[src/rtl/lpr_pkg.sv]
// ----------------------------------------------------------------------------
// Line point rasterizer package
// Shared widths, register indexes, controller states and the command and
// status bundles that pass between the controller and the datapath.
// ----------------------------------------------------------------------------
package lpr_pkg;

    localparam int MAX_POINTS = 64;
    localparam int CNT_W      = $clog2(MAX_POINTS + 1);

    localparam int COORD_W = 12;           // endpoint and point coordinate width
    localparam int COLOR_W = 24;
    localparam int STEP_W  = 4;
    localparam int CFG_W   = 12;           // widest configuration register
    localparam int IDX_W   = 2;

    localparam int MAJ_W   = COORD_W + 2;  // major coordinate, room for one overshoot
    localparam int LEN_W   = COORD_W + 1;  // span plus one, up to 4096
    localparam int NUM_W   = 26;           // weighted-sum numerator, signed
    localparam int DELTA_W = STEP_W + 1 + LEN_W;
    localparam int QUO_W   = COORD_W;      // magnitude of the interpolated minor
    localparam int DIV_CNT_W = $clog2(QUO_W);

    typedef enum logic [IDX_W-1:0] {
        REG_PIXEL_STEP   = 2'd0,
        REG_WIDTH_LIMIT  = 2'd1,
        REG_HEIGHT_LIMIT = 2'd2
    } reg_index_t;

    typedef enum logic [5:0] {
        ST_IDLE  = 6'b000001,
        ST_ORDER = 6'b000010,
        ST_SETUP = 6'b000100,
        ST_LOAD  = 6'b001000,
        ST_DIV   = 6'b010000,
        ST_EMIT  = 6'b100000
    } ctrl_state_t;

    typedef struct packed {
        logic capture;   // take the input beat
        logic order;     // pick major axis and order endpoints
        logic setup;     // first numerator, increment, span
        logic load;      // start a division for the current point
        logic div_step;  // one quotient bit
        logic emit;      // write the output register and advance
    } dp_cmd_t;

    typedef struct packed {
        logic div_last;  // the current division step is the final one
        logic out_free;  // output register can take a point this cycle
        logic last;      // the pending point ends the segment
    } dp_status_t;

endpackage

[src/rtl/lpr_ctrl.sv]
// ----------------------------------------------------------------------------
// Line point rasterizer controller
// Sequences segment setup, one division per point and the hand-off of each
// point into the output register.
// ----------------------------------------------------------------------------
module lpr_ctrl (
    input  logic               clk,
    input  logic               rst_n,
    input  logic               in_valid,
    output logic               in_stall,
    output lpr_pkg::dp_cmd_t   cmd,
    input  lpr_pkg::dp_status_t status
);
    import lpr_pkg::*;

    ctrl_state_t state_reg;
    ctrl_state_t state_next;

    always_ff @(posedge clk or negedge rst_n)
    begin
        if (!rst_n)
        begin
            state_reg <= ST_IDLE;
        end
        else
        begin
            state_reg <= state_next;
        end
    end

    assign in_stall = (state_reg != ST_IDLE);

    always_comb
    begin
        state_next = state_reg;
        cmd        = '0;
        case (state_reg)
            ST_IDLE:
            begin
                if (in_valid)
                begin
                    cmd.capture = 1'b1;
                    state_next  = ST_ORDER;
                end
            end
            ST_ORDER:
            begin
                cmd.order  = 1'b1;
                state_next = ST_SETUP;
            end
            ST_SETUP:
            begin
                cmd.setup  = 1'b1;
                state_next = ST_LOAD;
            end
            ST_LOAD:
            begin
                cmd.load   = 1'b1;
                state_next = ST_DIV;
            end
            ST_DIV:
            begin
                cmd.div_step = 1'b1;
                if (status.div_last)
                begin
                    state_next = ST_EMIT;
                end
            end
            ST_EMIT:
            begin
                if (status.out_free)
                begin
                    cmd.emit   = 1'b1;
                    state_next = status.last ? ST_IDLE : ST_LOAD;
                end
            end
            default:
            begin
                state_next = ST_IDLE;
            end
        endcase
    end

endmodule

[src/rtl/lpr_dp.sv]
// ----------------------------------------------------------------------------
// Line point rasterizer datapath
// Configuration registers, endpoint ordering, incremental numerator,
// restoring divider, clamping and the output register.
// ----------------------------------------------------------------------------
module lpr_dp (
    input  logic                          clk,
    input  logic                          rst_n,
    input  logic                          cfg_we,
    input  logic [lpr_pkg::IDX_W-1:0]     cfg_index,
    input  logic [lpr_pkg::CFG_W-1:0]     cfg_data,
    input  logic signed [lpr_pkg::COORD_W-1:0] start_x,
    input  logic signed [lpr_pkg::COORD_W-1:0] start_y,
    input  logic signed [lpr_pkg::COORD_W-1:0] end_x,
    input  logic signed [lpr_pkg::COORD_W-1:0] end_y,
    input  logic [lpr_pkg::COLOR_W-1:0]   color_rgb,
    input  lpr_pkg::dp_cmd_t              cmd,
    output lpr_pkg::dp_status_t           status,
    output logic                          out_valid,
    input  logic                          out_stall,
    output logic [lpr_pkg::COORD_W-1:0]   point_x,
    output logic [lpr_pkg::COORD_W-1:0]   point_y,
    output logic [lpr_pkg::COLOR_W-1:0]   point_color,
    output logic                          last_point,
    output logic                          cut_short
);
    import lpr_pkg::*;

    // Clamp a signed coordinate to the range zero through the limit.
    function automatic logic [COORD_W-1:0] clamp_coord(
        input logic signed [MAJ_W-1:0] v,
        input logic [COORD_W-1:0]      lim
    );
        logic signed [MAJ_W-1:0] lim_ext;
        lim_ext = $signed({{(MAJ_W-COORD_W){1'b0}}, lim});
        if (v < 0)
            clamp_coord = '0;
        else if (v > lim_ext)
            clamp_coord = lim;
        else
            clamp_coord = v[COORD_W-1:0];
    endfunction

    // Configuration registers
    logic [STEP_W-1:0]  pixel_step_reg;
    logic [COORD_W-1:0] width_limit_reg;
    logic [COORD_W-1:0] height_limit_reg;

    always_ff @(posedge clk or negedge rst_n)
    begin
        if (!rst_n)
        begin
            pixel_step_reg   <= STEP_W'(3);
            width_limit_reg  <= COORD_W'(1999);
            height_limit_reg <= COORD_W'(999);
        end
        else if (cfg_we)
        begin
            case (reg_index_t'(cfg_index))
                REG_PIXEL_STEP:   pixel_step_reg   <= cfg_data[STEP_W-1:0];
                REG_WIDTH_LIMIT:  width_limit_reg  <= cfg_data[COORD_W-1:0];
                REG_HEIGHT_LIMIT: height_limit_reg <= cfg_data[COORD_W-1:0];
                default:          ;
            endcase
        end
    end

    logic [STEP_W-1:0] step_eff;
    assign step_eff = (pixel_step_reg == '0) ? STEP_W'(1) : pixel_step_reg;

    // Captured segment
    logic signed [COORD_W-1:0] xa_reg, ya_reg, xb_reg, yb_reg;
    logic [COLOR_W-1:0]        color_reg;

    // Ordered segment
    logic                      xmajor_reg;
    logic signed [COORD_W-1:0] lo_maj_reg, hi_maj_reg, lo_min_reg, hi_min_reg;

    // Per-point walk
    logic signed [MAJ_W-1:0]   m_reg, hi_reg;
    logic signed [NUM_W-1:0]   num_reg;
    logic signed [DELTA_W-1:0] delta_reg;
    logic [LEN_W-1:0]          len_reg;
    logic [CNT_W-1:0]          cnt_reg;

    // Divider
    logic [LEN_W-1:0]     rem_reg;
    logic [QUO_W-1:0]     quo_reg;
    logic                 neg_reg;
    logic [DIV_CNT_W-1:0] div_cnt_reg;

    // Ordering logic
    logic signed [COORD_W:0] dx, dy;
    logic [COORD_W:0]        adx, ady;
    logic                    xmajor_next;

    always_comb
    begin
        dx  = {xa_reg[COORD_W-1], xa_reg} - {xb_reg[COORD_W-1], xb_reg};
        dy  = {ya_reg[COORD_W-1], ya_reg} - {yb_reg[COORD_W-1], yb_reg};
        adx = dx[COORD_W] ? (COORD_W+1)'(-dx) : dx;
        ady = dy[COORD_W] ? (COORD_W+1)'(-dy) : dy;
        xmajor_next = (adx >= ady);
    end

    // Setup arithmetic: first numerator is lo_min * span + hi_min.
    logic [COORD_W:0]          span;
    logic signed [NUM_W-1:0]   num_first;
    logic signed [COORD_W:0]   min_diff;
    logic signed [DELTA_W-1:0] delta_first;

    always_comb
    begin
        span = {hi_maj_reg[COORD_W-1], hi_maj_reg} - {lo_maj_reg[COORD_W-1], lo_maj_reg};
        num_first = NUM_W'(lo_min_reg) * $signed(NUM_W'({1'b0, span}))
                  + NUM_W'(hi_min_reg);
        min_diff = {hi_min_reg[COORD_W-1], hi_min_reg}
                 - {lo_min_reg[COORD_W-1], lo_min_reg};
        delta_first = DELTA_W'($signed({1'b0, step_eff})) * DELTA_W'(min_diff);
    end

    // Divider step and start values
    logic [NUM_W-1:0]   num_mag;
    logic [LEN_W:0]     trial;
    logic               take;

    always_comb
    begin
        num_mag = num_reg[NUM_W-1] ? NUM_W'(-num_reg) : NUM_W'(num_reg);
        trial   = {rem_reg, quo_reg[QUO_W-1]};
        take    = (trial >= {1'b0, len_reg});
    end

    // Point values
    logic signed [MAJ_W-1:0] minor_val, px, py, m_next;
    logic                    more;
    logic                    cnt_final;

    always_comb
    begin
        minor_val = neg_reg ? -$signed({{(MAJ_W-QUO_W){1'b0}}, quo_reg})
                            :  $signed({{(MAJ_W-QUO_W){1'b0}}, quo_reg});
        px        = xmajor_reg ? m_reg : minor_val;
        py        = xmajor_reg ? minor_val : m_reg;
        m_next    = m_reg + $signed({{(MAJ_W-STEP_W){1'b0}}, step_eff});
        more      = (m_next <= hi_reg);
        cnt_final = (cnt_reg == CNT_W'(MAX_POINTS - 1));
    end

    always_ff @(posedge clk)
    begin
        if (cmd.capture)
        begin
            xa_reg    <= start_x;
            ya_reg    <= start_y;
            xb_reg    <= end_x;
            yb_reg    <= end_y;
            color_reg <= color_rgb;
        end
        if (cmd.order)
        begin
            xmajor_reg <= xmajor_next;
            if (xmajor_next)
            begin
                if (xa_reg > xb_reg)
                begin
                    lo_maj_reg <= xb_reg; hi_maj_reg <= xa_reg;
                    lo_min_reg <= yb_reg; hi_min_reg <= ya_reg;
                end
                else
                begin
                    lo_maj_reg <= xa_reg; hi_maj_reg <= xb_reg;
                    lo_min_reg <= ya_reg; hi_min_reg <= yb_reg;
                end
            end
            else
            begin
                if (ya_reg > yb_reg)
                begin
                    lo_maj_reg <= yb_reg; hi_maj_reg <= ya_reg;
                    lo_min_reg <= xb_reg; hi_min_reg <= xa_reg;
                end
                else
                begin
                    lo_maj_reg <= ya_reg; hi_maj_reg <= yb_reg;
                    lo_min_reg <= xa_reg; hi_min_reg <= xb_reg;
                end
            end
        end
        if (cmd.setup)
        begin
            num_reg   <= num_first;
            delta_reg <= delta_first;
            len_reg   <= LEN_W'(span) + LEN_W'(1);
            m_reg     <= MAJ_W'(lo_maj_reg);
            hi_reg    <= MAJ_W'(hi_maj_reg);
        end
        else if (cmd.emit)
        begin
            num_reg <= num_reg + NUM_W'(delta_reg);
            m_reg   <= m_next;
        end
        // The quotient magnitude never exceeds 2048, so the upper numerator
        // bits start out already below the divisor.
        if (cmd.load)
        begin
            neg_reg     <= num_reg[NUM_W-1];
            rem_reg     <= LEN_W'(num_mag[2*QUO_W-1:QUO_W]);
            quo_reg     <= num_mag[QUO_W-1:0];
            div_cnt_reg <= DIV_CNT_W'(QUO_W - 1);
        end
        else if (cmd.div_step)
        begin
            rem_reg     <= take ? LEN_W'(trial - {1'b0, len_reg}) : trial[LEN_W-1:0];
            quo_reg     <= {quo_reg[QUO_W-2:0], take};
            div_cnt_reg <= div_cnt_reg - DIV_CNT_W'(1);
        end
    end

    always_ff @(posedge clk or negedge rst_n)
    begin
        if (!rst_n)
        begin
            cnt_reg <= '0;
        end
        else if (cmd.setup)
        begin
            cnt_reg <= '0;
        end
        else if (cmd.emit)
        begin
            cnt_reg <= cnt_reg + CNT_W'(1);
        end
    end

    // Output register
    logic                out_valid_reg;
    logic [COORD_W-1:0]  point_x_reg, point_y_reg;
    logic [COLOR_W-1:0]  point_color_reg;
    logic                last_point_reg, cut_short_reg;

    always_ff @(posedge clk or negedge rst_n)
    begin
        if (!rst_n)
        begin
            out_valid_reg <= 1'b0;
        end
        else if (cmd.emit)
        begin
            out_valid_reg <= 1'b1;
        end
        else if (!out_stall)
        begin
            out_valid_reg <= 1'b0;
        end
    end

    always_ff @(posedge clk)
    begin
        if (cmd.emit)
        begin
            point_x_reg     <= clamp_coord(px, width_limit_reg);
            point_y_reg     <= clamp_coord(py, height_limit_reg);
            point_color_reg <= color_reg;
            last_point_reg  <= status.last;
            cut_short_reg   <= more && cnt_final;
        end
    end

    always_comb
    begin
        status.div_last = (div_cnt_reg == '0);
        status.out_free = !out_valid_reg || !out_stall;
        status.last     = !more || cnt_final;
    end

    assign out_valid   = out_valid_reg;
    assign point_x     = point_x_reg;
    assign point_y     = point_y_reg;
    assign point_color = point_color_reg;
    assign last_point  = last_point_reg;
    assign cut_short   = cut_short_reg;

endmodule

[src/rtl/line_point_rasterizer_unit.sv]
// ----------------------------------------------------------------------------
// Line point rasterizer
// Turns one line segment into up to 64 clamped, colored points.
// ----------------------------------------------------------------------------
// One segment is taken per beat and the block takes no new segment until the
// last point of the current one has been written into the output register.
// Setup runs through capture, axis choice and ordering, and the first
// numerator; then each point loads the divider, runs the bit-serial division
// of the weighted sum by the span plus one, and writes the output register,
// which waits while the output side stalls. The next segment may be accepted
// while the final point still waits in the output register.
module line_point_rasterizer_unit (
    input  logic                               clk,
    input  logic                               rst_n,
    input  logic                               cfg_we,
    input  logic [lpr_pkg::IDX_W-1:0]          cfg_index,
    input  logic [lpr_pkg::CFG_W-1:0]          cfg_data,
    input  logic                               in_valid,
    output logic                               in_stall,
    input  logic signed [lpr_pkg::COORD_W-1:0] start_x,
    input  logic signed [lpr_pkg::COORD_W-1:0] start_y,
    input  logic signed [lpr_pkg::COORD_W-1:0] end_x,
    input  logic signed [lpr_pkg::COORD_W-1:0] end_y,
    input  logic [lpr_pkg::COLOR_W-1:0]        color_rgb,
    output logic                               out_valid,
    input  logic                               out_stall,
    output logic [lpr_pkg::COORD_W-1:0]        point_x,
    output logic [lpr_pkg::COORD_W-1:0]        point_y,
    output logic [lpr_pkg::COLOR_W-1:0]        point_color,
    output logic                               last_point,
    output logic                               cut_short
);
    import lpr_pkg::*;

    dp_cmd_t    cmd;
    dp_status_t status;

    lpr_ctrl u_ctrl (
        .clk      (clk),
        .rst_n    (rst_n),
        .in_valid (in_valid),
        .in_stall (in_stall),
        .cmd      (cmd),
        .status   (status)
    );

    lpr_dp u_dp (
        .clk         (clk),
        .rst_n       (rst_n),
        .cfg_we      (cfg_we),
        .cfg_index   (cfg_index),
        .cfg_data    (cfg_data),
        .start_x     (start_x),
        .start_y     (start_y),
        .end_x       (end_x),
        .end_y       (end_y),
        .color_rgb   (color_rgb),
        .cmd         (cmd),
        .status      (status),
        .out_valid   (out_valid),
        .out_stall   (out_stall),
        .point_x     (point_x),
        .point_y     (point_y),
        .point_color (point_color),
        .last_point  (last_point),
        .cut_short   (cut_short)
    );

endmodule
[config.mk]
export PLATFORM = sky130hd
export DESIGN_NAME = line_point_rasterizer_unit
export DESIGN_NICKNAME = d
export VERILOG_FILES = /design/src/rtl/lpr_pkg.sv /design/src/rtl/lpr_ctrl.sv /design/src/rtl/lpr_dp.sv /design/src/rtl/line_point_rasterizer_unit.sv
export SDC_FILE = /design/constraint.sdc
export NUM_CORES = 1
export LEC_CHECK = 0
export BUFFER_PORTS_ARGS = -buffer_cell sky130_fd_sc_hd__buf_2
export CELL_PAD_IN_SITES_DETAIL_PLACEMENT = 0
export CELL_PAD_IN_SITES_GLOBAL_PLACEMENT = 1
export CORE_UTILIZATION = 45
export CTS_CLUSTER_SIZE = 10
export DETAILED_ROUTE_END_ITERATION = 10
export PLACE_DENSITY = 0.85
export SYNTH_ARGS = -nofsm -noshare
export SYNTH_HDL_FRONTEND = slang
export SYNTH_SLANG_ARGS = --single-unit
[constraint.sdc]
create_clock -name clk -period 20.5 [get_ports clk]
set_input_delay 3.075 -clock clk [delete_from_list [all_inputs] [get_ports clk]]
set_output_delay 3.075 -clock clk [all_outputs]
set_load 0.02 [all_outputs]
==> flow_summary.toml <==
[die]
die_area_mm2 = 0.0630
dieWidth_um = 251
rows = 90
fp.coreArea_mm2 = 0.0608
fp.dieH_um = 251
floorplan.initialDensity_pct = 45.9
ioPinCount = 143

[sta]
finalHoldViolations = 0
slew_headroom_pct = 17.5
setup-violations-final = 0
period_share_pct = 42.2
skew_ns = 0.0342
rsz0062_at_grt = "no"
setup_tns_ns = 0
worst_pin_slew_ns = 1.23
max_clock_freq_mhz = 116
slew_violations = 0
period_needed_ns = 8.65

[drt]
ant_nets = 0
viasPerCell = 5.41
drt-initial-drc-count = 1279
route.vias.total = 19700
routedWlPerCell_um = 17.8
drt_wl_total_mm = 65.0
drt_first_pass_iters = 6
drc = 0

[yosys]
synth_area_mm2 = 0.0279
synth_edf_count = 279
syn_area_per_cell_um2 = 10.3
synth_largest_area_cell = "edfxtp_1"
synth.distinct_cells = 91
syn_inst = 2715
synth_adder_area_share_pct = 24.2
synth-seq-area-share_pct = 34.2
synth_top_family_by_area = "adder cells"
synthFlopType = "edfxtp_1"
synth_seq_cells = 326
synth_compound_area_share_pct = 9.70
ys_warn_count = 0
yosysTopAreaCellShare_pct = 30.0
syn_nets = 3245
synth_mux_area_share_pct = 7.78
yosys.area_share.xor_xnor_pct = 5.68
synth-simple-area-share_pct = 12.3
ys_async_sr_fraction_pct = 12.9
ys_top_cells_by_area = "edfxtp_1 30%, ha_1 12%, fa_1 12%"

[placement]
dp_hpwl_mm = 51.3
place.gp.congestion = 0.900
numPortBuffers = 142
dp_cells = 3573

[worst_setup_path]
critPathKind = "reg -> reg"
cp_data_required_time_ns = 20.80
cp-start-kind = "flip-flop"
cp_num_buf_inv = 2
worstPathArrival_ns = 8.95
critical-path-top-delay-family = "adder cells"
worst_path_most_repeated_cell = "fa_1"
critPathSlowestCell = "xnor2_1"
rr_startpoint = "u_dp.lo_maj_reg[0]"
slowest_delay_ns = 0.92
crit_start = "u_dp.lo_maj_reg[0]"
critPathMaxFanout = 15
endpoint_kind = "flip-flop"

[hold_path]
hold_class = "reg -> reg"
hold_start = "u_dp.color_reg[15]"

[global_route]
antenna_found_initial = 1
grt.total_usage_pct = 20.8
grt_pass1_wl_mm = 105
grt-ovfl-total = 0
grt_pass1_vias = 20300
grt_max_degree = 84

[clock_network]
holdBufCountCts = 0
clkTransAtPathRegs_ns = 0.06
cts_setup_buffers = 0
clkSinkCount = 326
cts-root-buf = "clkbuf_16"
h-tree-depth = 2
clock_latency_ns = 0.58
cts-resized-gates = 0
clockBufferDepth = 3
cts_buffers = 41
cts_tree = "built"

[cells_and_area]
syn2layout_area_growth_pct = 9.57
fin_nets = 3364
finalNonFillerCells = 3642
largest_reg_flops = 26
drive_above_1_share_pct = 10.7
antenna_cells = 0

[status]
status = "completed"

[job]
maxCapViolCount = 0
## cells in the final DEF (no fill, tap or decap), drive strengths merged, types with 28 or more instances in the layout
cell type / instances
inv: 343
edfxtp: 279
ha: 271
nand2: 201
nor2: 197
mux2i: 182
fa: 168
buf: 160
a21oi: 135
o21ai: 122
xnor2: 116
and2: 100
xor2: 64
clkbuf: 60
nand3: 35
a21o: 32
mux2: 31
nor2b: 30
nor3: 28
## metal layers
metal  global-route usage [%]  up-vias  routed length (µm)
met4                     5.91        0                1540
met2                     34.8      425               31200
met3                     3.55       98                3110
met5                        0        -                   0
li1                         -     9573                   -
met1                     27.8     9603               29100
## area by class of cell
cell class / instances / area [µm²]
timing repair buffer: 160 / 846
fill: 5447 / 30200
tap: 782 / 978
inverter: 343 / 1290
clock inverter: 9 / 97.6
sequential: 326 / 9550
clock buffer: 60 / 1130
multi-input combinational: 1962 / 16700
## cell usage after synthesis (all sizes together), types with 19 or more instances
cell,n
fa,168
buf,27
xnor2,116
nand2b,26
nand3,35
mux2,31
mux2i,182
dfstp,20
and2,100
dfrtp,22
o21ai,122
o21a,19
clkbuf,57
nor3,28
edfxtp,279
nor2b,30
inv,342
nor2,197
xor2,64
a21oi,135
nand2,201
ha,271
a21o,32
## logic make-up (layout without fill, tap and decap cells)
| logic type | Yosys count | after routing |
|---|---|---|
| XOR/XNOR | 180 | 180 |
| AND/OR/NAND/NOR | 707 | 707 |
| buffers and inverters | 427 | 572 |
| AO/OA/AOI/OAI | 423 | 423 |
| adder cells (fa/ha/maj) | 439 | 439 |
| flip-flops | 326 | 326 |
| multiplexers | 213 | 213 |
## through the flow
stage / util (%) / area (µm²) / worst slack (ns) / hold slack (ns)
floorplan: - / 27900 / 13.02 / 0.400
global placement: 48.3 / 29300 / 11.97 / 0.400
detailed placement: 48.3 / 29300 / 11.82 / 0.405
CTS: 50.3 / 30600 / 11.79 / 0.378
global route: 50.3 / 30600 / 11.37 / 0.405
finish: 50.3 / 30600 / 11.85 / 0.385
## worst paths after layout
path	end	slack, ns	cells past startpoint
max in group asynchronous	u_dp.cnt_reg[2]	17.23	1
max	u_dp.num_reg[21]	11.85	28
max reg2reg	u_dp.num_reg[21]	11.85	28
min reg2reg	u_dp.point_color[15]	0.39	0
min	u_dp.point_color[15]	0.39	0
min in group asynchronous	u_ctrl.state_reg[2]	2.64	1
Power is left out: the tool's default activity adds up to more than one toggle a clock period on the data nets, which glitch-free logic cannot reach.
